===== src/rtl/core/assert_macros.svh =====
// Assertion helpers shared by the RTL.
`ifndef ASSERT_MACROS_SVH
`define ASSERT_MACROS_SVH

// Property checked at every rising clock edge outside reset.
`define OSD_ASSERT(label, clk, rst, prop, msg) \
   label: assert property (@(posedge clk) disable iff (rst) (prop)) else $error(msg);

// Condition in one cycle implies a condition in the next.
`define OSD_ASSERT_NEXT(label, clk, rst, pre, post, msg) \
   label: assert property (@(posedge clk) disable iff (rst) (pre) |=> (post)) else $error(msg);

`endif


===== src/rtl/core/osdgc_pkg.sv =====
`timescale 1ns / 1ps

package osdgc_pkg;

   localparam int PIX_W       = 14;   // pixel index width
   localparam int DIM_W       = 7;    // glyph size, half size, line length, slot numbers
   localparam int CODE_W      = 4;    // stored glyph code
   localparam int CSR_AW      = 4;
   localparam int GLYPH_COUNT = 13;

   localparam logic [CODE_W-1:0] CODE_DASH  = 4'd10;
   localparam logic [CODE_W-1:0] CODE_SPACE = 4'd11;
   localparam logic [CODE_W-1:0] CODE_COLON = 4'd12;
   localparam logic [CODE_W-1:0] CODE_BAD   = CODE_W'(GLYPH_COUNT);

   localparam logic [7:0] CHAR_ZERO  = 8'h30;
   localparam logic [7:0] CHAR_NINE  = 8'h39;
   localparam logic [7:0] CHAR_DASH  = 8'h2D;
   localparam logic [7:0] CHAR_SPACE = 8'h20;
   localparam logic [7:0] CHAR_COLON = 8'h3A;

   typedef enum logic [1:0] {
      CMD_GLYPH  = 2'd0,
      CMD_TEXT   = 2'd1,
      CMD_RENDER = 2'd2
   } cmd_type;

   typedef enum logic [1:0] {
      REG_GLYPH_SIZE  = 2'd0,
      REG_ROTATE      = 2'd1,
      REG_ALPHA       = 2'd2,
      REG_TEXT_LENGTH = 2'd3
   } reg_idx_type;

   function automatic logic [CODE_W-1:0] char_to_code(input logic [7:0] ch);
      logic [CODE_W-1:0] code;
      code = CODE_BAD;
      if (ch >= CHAR_ZERO && ch <= CHAR_NINE) begin
         code = CODE_W'(ch - CHAR_ZERO);
      end else if (ch == CHAR_DASH) begin
         code = CODE_DASH;
      end else if (ch == CHAR_SPACE) begin
         code = CODE_SPACE;
      end else if (ch == CHAR_COLON) begin
         code = CODE_COLON;
      end
      return code;
   endfunction

endpackage


===== src/rtl/core/osdgc_div.sv =====
`timescale 1ns / 1ps

// Restoring divider, one quotient bit per cycle.
module osdgc_div #(
   parameter int DEN_W = 12
) (
   input  logic                         clock,
   input  logic                         reset,
   input  logic                         start,
   input  logic [osdgc_pkg::PIX_W-1:0]  num,
   input  logic [DEN_W-1:0]             den,
   output logic                         done,
   output logic [osdgc_pkg::PIX_W-1:0]  quo,
   output logic [DEN_W-1:0]             rem
);

   localparam int NW    = osdgc_pkg::PIX_W;
   localparam int CNT_W = $clog2(NW + 1);

   logic             busy_ff;
   logic             done_ff;
   logic [CNT_W-1:0] cnt_ff;
   logic [NW-1:0]    num_ff;     // dividend shifts out, quotient shifts in
   logic [DEN_W-1:0] rem_ff;
   logic [DEN_W-1:0] den_ff;

   logic [DEN_W:0]   shifted;
   logic [DEN_W:0]   diff;
   logic [DEN_W-1:0] rem_in;
   logic             qbit;

   always_comb begin
      shifted = {rem_ff, num_ff[NW-1]};
      diff    = shifted - {1'b0, den_ff};
      qbit    = ~diff[DEN_W];
      rem_in  = qbit ? diff[DEN_W-1:0] : shifted[DEN_W-1:0];
   end

   always_ff @(posedge clock) begin
      if (reset) begin
         busy_ff <= 1'b0;
         done_ff <= 1'b0;
         cnt_ff  <= '0;
      end else begin
         done_ff <= 1'b0;
         if (start) begin
            busy_ff <= 1'b1;
            cnt_ff  <= CNT_W'(NW);
            num_ff  <= num;
            den_ff  <= den;
            rem_ff  <= '0;
         end else if (busy_ff) begin
            num_ff <= {num_ff[NW-2:0], qbit};
            rem_ff <= rem_in;
            cnt_ff <= cnt_ff - CNT_W'(1);
            if (cnt_ff == CNT_W'(1)) begin
               busy_ff <= 1'b0;
               done_ff <= 1'b1;
            end
         end
      end
   end

   assign done = done_ff;
   assign quo  = num_ff;
   assign rem  = rem_ff;

endmodule


===== config.mk =====
export PLATFORM = sky130hd
export DESIGN_NAME = osdgc_div
export DESIGN_NICKNAME = d
export VERILOG_FILES = /design/src/rtl/core/assert_macros.svh /design/src/rtl/core/osdgc_pkg.sv /design/src/rtl/core/osdgc_div.sv
export SDC_FILE = /design/constraint.sdc
export NUM_CORES = 1
export LEC_CHECK = 0
export BUFFER_PORTS_ARGS = -buffer_cell sky130_fd_sc_hd__buf_2
export CAP_MARGIN = 20
export CORE_MARGIN = 3
export CORE_UTILIZATION = 50
export DETAILED_ROUTE_END_ITERATION = 8
export GPL_TIMING_DRIVEN = 0
export PLACE_DENSITY = 0.75
export SYNTH_ARGS = -nofsm -noshare
export SYNTH_HDL_FRONTEND = slang
export SYNTH_SLANG_ARGS = --single-unit

===== constraint.sdc =====
create_clock -name clock -period 6.07 [get_ports clock]
set_input_delay 0.9105 -clock clock [delete_from_list [all_inputs] [get_ports clock]]
set_output_delay 0.9105 -clock clock [all_outputs]
set_load 0.05 [all_outputs]

==> run summary <==
Overflow after GRT - 0
Max Cap Viol - 0
Slew @ Worst Pin - 0.614 ns
Data required time of the critical path - 6.11 ns
TNS Setup - 0 ns
R2r setup slk - 3.04 ns
Final clock skew - 0.00360 ns
H-tree Lvls - 2
Number of antenna diodes - 0
Hold path endpoint - cnt_ff[3]
Status - finished, final reports clean
Placeable Area - 4790 um2
First-pass GRT wire length - 8.50 mm
DR pass1 iterations - 4
Initial core utilization - 52.3%
Synth unique cells - 45
Nets - 327
Most frequent cells in the layout - 54 x buf_2, 38 x edfxtp_1, 20 x inv_1
Fmax - 0.331 GHz
Yosys warning count - 0
Synth top area share - 45.6%
#FFs+latches synth - 44
Final Util - 62.8%
Global Route Usage Sum - 18.2%
Setup ws final - 3.04 ns
Routed vias/inst - 5.21
Hold Path Depth - 2
CP max FO - 10
Mapped Cells - 220
Drt drc - 0
Cts bufs inserted - 5
Post-CTS Resized - 0
Fin. Hold Viols - 0
Most common cell after layout, fill and taps aside - buf_2
Placed insts - 343
TritonCTS clock tree - yes
IO Pins - 56
Worst skew pair latency - 0.29 ns
Setup WS pre-CTS - 3.07 ns
RSZ-0062 raised after global routing - no
Share of cells above drive strength 1 - 31.0%
CTS Buffer Depth - 2
Die ar. - 5890 um2
Critical path type - register to register
Sequential area share after synthesis - 50.4%
Post-place instance area - 2900 um2
Reg clk slew, reported paths - 0.09 ns
Worst Reg-to-Reg Cells - 11
Routed len/inst - 13.7 um
Chip Height - 76.7 um
Minimum clock period - 3.03 ns
Critical path endpoint category - register
Row Count - 25
Post-DRT Antenna Nets - 0
Synth top area cells - edfxtp_1 46%, ha_1 7.0%, mux2_2 6.8%
VDD IR max - 0.000168 V
Hold WC Path Type - register to register
Final Non-Filler Cells - 351
Design area - 3010 um2
Die span in x - 76.7 um
Via count - 1829
Routed wire length - 4.79 mm
Slew headroom - 59.0%
PwrDens - 299 nW/um2
Final Max Tran Viols - 0
Iter 0 DRT Violations - 51
Arr. time, crit path - 3.06 ns
RR Endpoint - rem[5]
Reg-to-Reg Start - quo[13]
Placer Congestion - 0.843
Synthesis-to-finish area growth - 20.3%
Final Cycle Share - 49.8%
Clock sink count - 44
Post-CTS setup buffers - 0
Antenna violations before repair - 0
Synthesized area per cell - 11.4 um2
EDFF count, synth - 38
Critical hold path startpoint - cnt_ff[3]
Cell taking the most area after synthesis - edfxtp_1
Final setup viols - 0
Leakage - 1.29 nW
CTS Hold Buffers Added - 0
Crit path launch type - register
Largest net degree at the start of global routing - 19
Detail Placement HPWL - 3.65 mm
Syn_nets - 264
Via count of the first global-routing pass - 1924
Ys flop type - edfxtp_1
I/O Buffers - 54
Clock Tree Root - clkbuf_8
Mapped cell area - 2500 um2
FFs w/ async S/R, synth - 0%
==> registers in the layout, indices dropped and copies added (netlist names) <==
signal   flops
quo         14
den_ff      12
rem         12
done         1
cnt_ff       4
busy_ff      1
==> cells by family after synthesis <==
logic type      after synthesis  synth area share [%]
compound gates               41                  11.0
xor+xnor                      9                  3.15
fa+ha+maj                    15                  7.80
buf+inv                      27                  4.80
flops                        44                  50.4
mux                          24                  10.6
simple gates                 60                  12.3
==> cell usage after synthesis, types with 2 or more instances <==
cell      instances
nand3_1           7
xor2_1            2
buf_6             2
nor2b_1           4
nand2_1          10
ha_1             14
or4_1             2
mux2_2           15
a21oi_1          16
edfxtp_1         38
nand2b_1          8
dfxtp_1           6
inv_1            20
mux2i_1           8
o31ai_1           2
nor2_1           19
o21ai_0           6
clkbuf_1          4
a21o_1            3
xnor2_1           7
a211oi_1          2
nor3_1            2
==> worst max path at each step <==
| stage | startpoint | cells past startpoint | to | slack (ns) |
|---|---|---|---|---|
| floorplan | quo[13] | 11 | rem[5] | 2.96 |
| global placement | start | 4 | rem[1] | 2.45 |
| detailed placement | quo[13] | 11 | rem[5] | 3.07 |
| CTS | quo[13] | 11 | rem[5] | 3.03 |
| global route | quo[13] | 11 | rem[5] | 2.90 |
| finish | quo[13] | 11 | rem[5] | 3.04 |
==> power breakdown <==
group | switching [mW] | internal, mW | total, mW | leakage (nW)
Clock | 0.103 | 0.122 | 0.225 | 0.0558
Combinational | 0.180 | 0.117 | 0.297 | 0.822
Sequential | 0.0149 | 0.362 | 0.377 | 0.413
Total | 0.298 | 0.601 | 0.899 | 1.29
==> layout make-up <==
| type | count | area [um2] |
|---|---|---|
| flip-flops and latches | 44 | 1260 |
| plain buffers | 7 | 45.0 |
| repair buffers | 56 | 309 |
| multi-input cells | 149 | 1120 |
| inverters | 20 | 75.1 |
| fillers | 413 | 1780 |
| clock buffers | 5 | 68.8 |
| well taps | 67 | 83.8 |
| clock inverters | 3 | 42.5 |
==> critical path, cell delays in order, from the launching register on <==
cell	delay, ns
edfxtp_1	0.38
inv_1	0.05
ha_1	0.22
fa_1	0.41
nand2b_1	0.23
a211oi_4	0.28
nor4bb_1	0.09
or4b_1	0.53
buf_6	0.17
buf_6	0.15
mux2i_1	0.20
nor2_1	0.06
==> per-stage QoR <==
| stage | power, mW | hold WS, ns |
|---|---|---|
| 6_report | 0.899 | 0.573 |
| 5_1_grt | 0.952 | 0.604 |
| 4_1_cts | 0.909 | 0.575 |
| 3_5_place_dp | 0.683 | 0.561 |
| 3_3_place_gp | 0.673 | 0.554 |
| 2_1_floorplan | 0.616 | 0.529 |
==> layer usage <==
layer	vias to the layer above	wire [um]	GRT usage, %
li1	917	-	-
met5	-	0	0
met3	6	266	4.93
met2	40	2340	31.0
met1	866	2120	21.8
met4	0	77	7.07
Power figures use the tool's default switching activity.
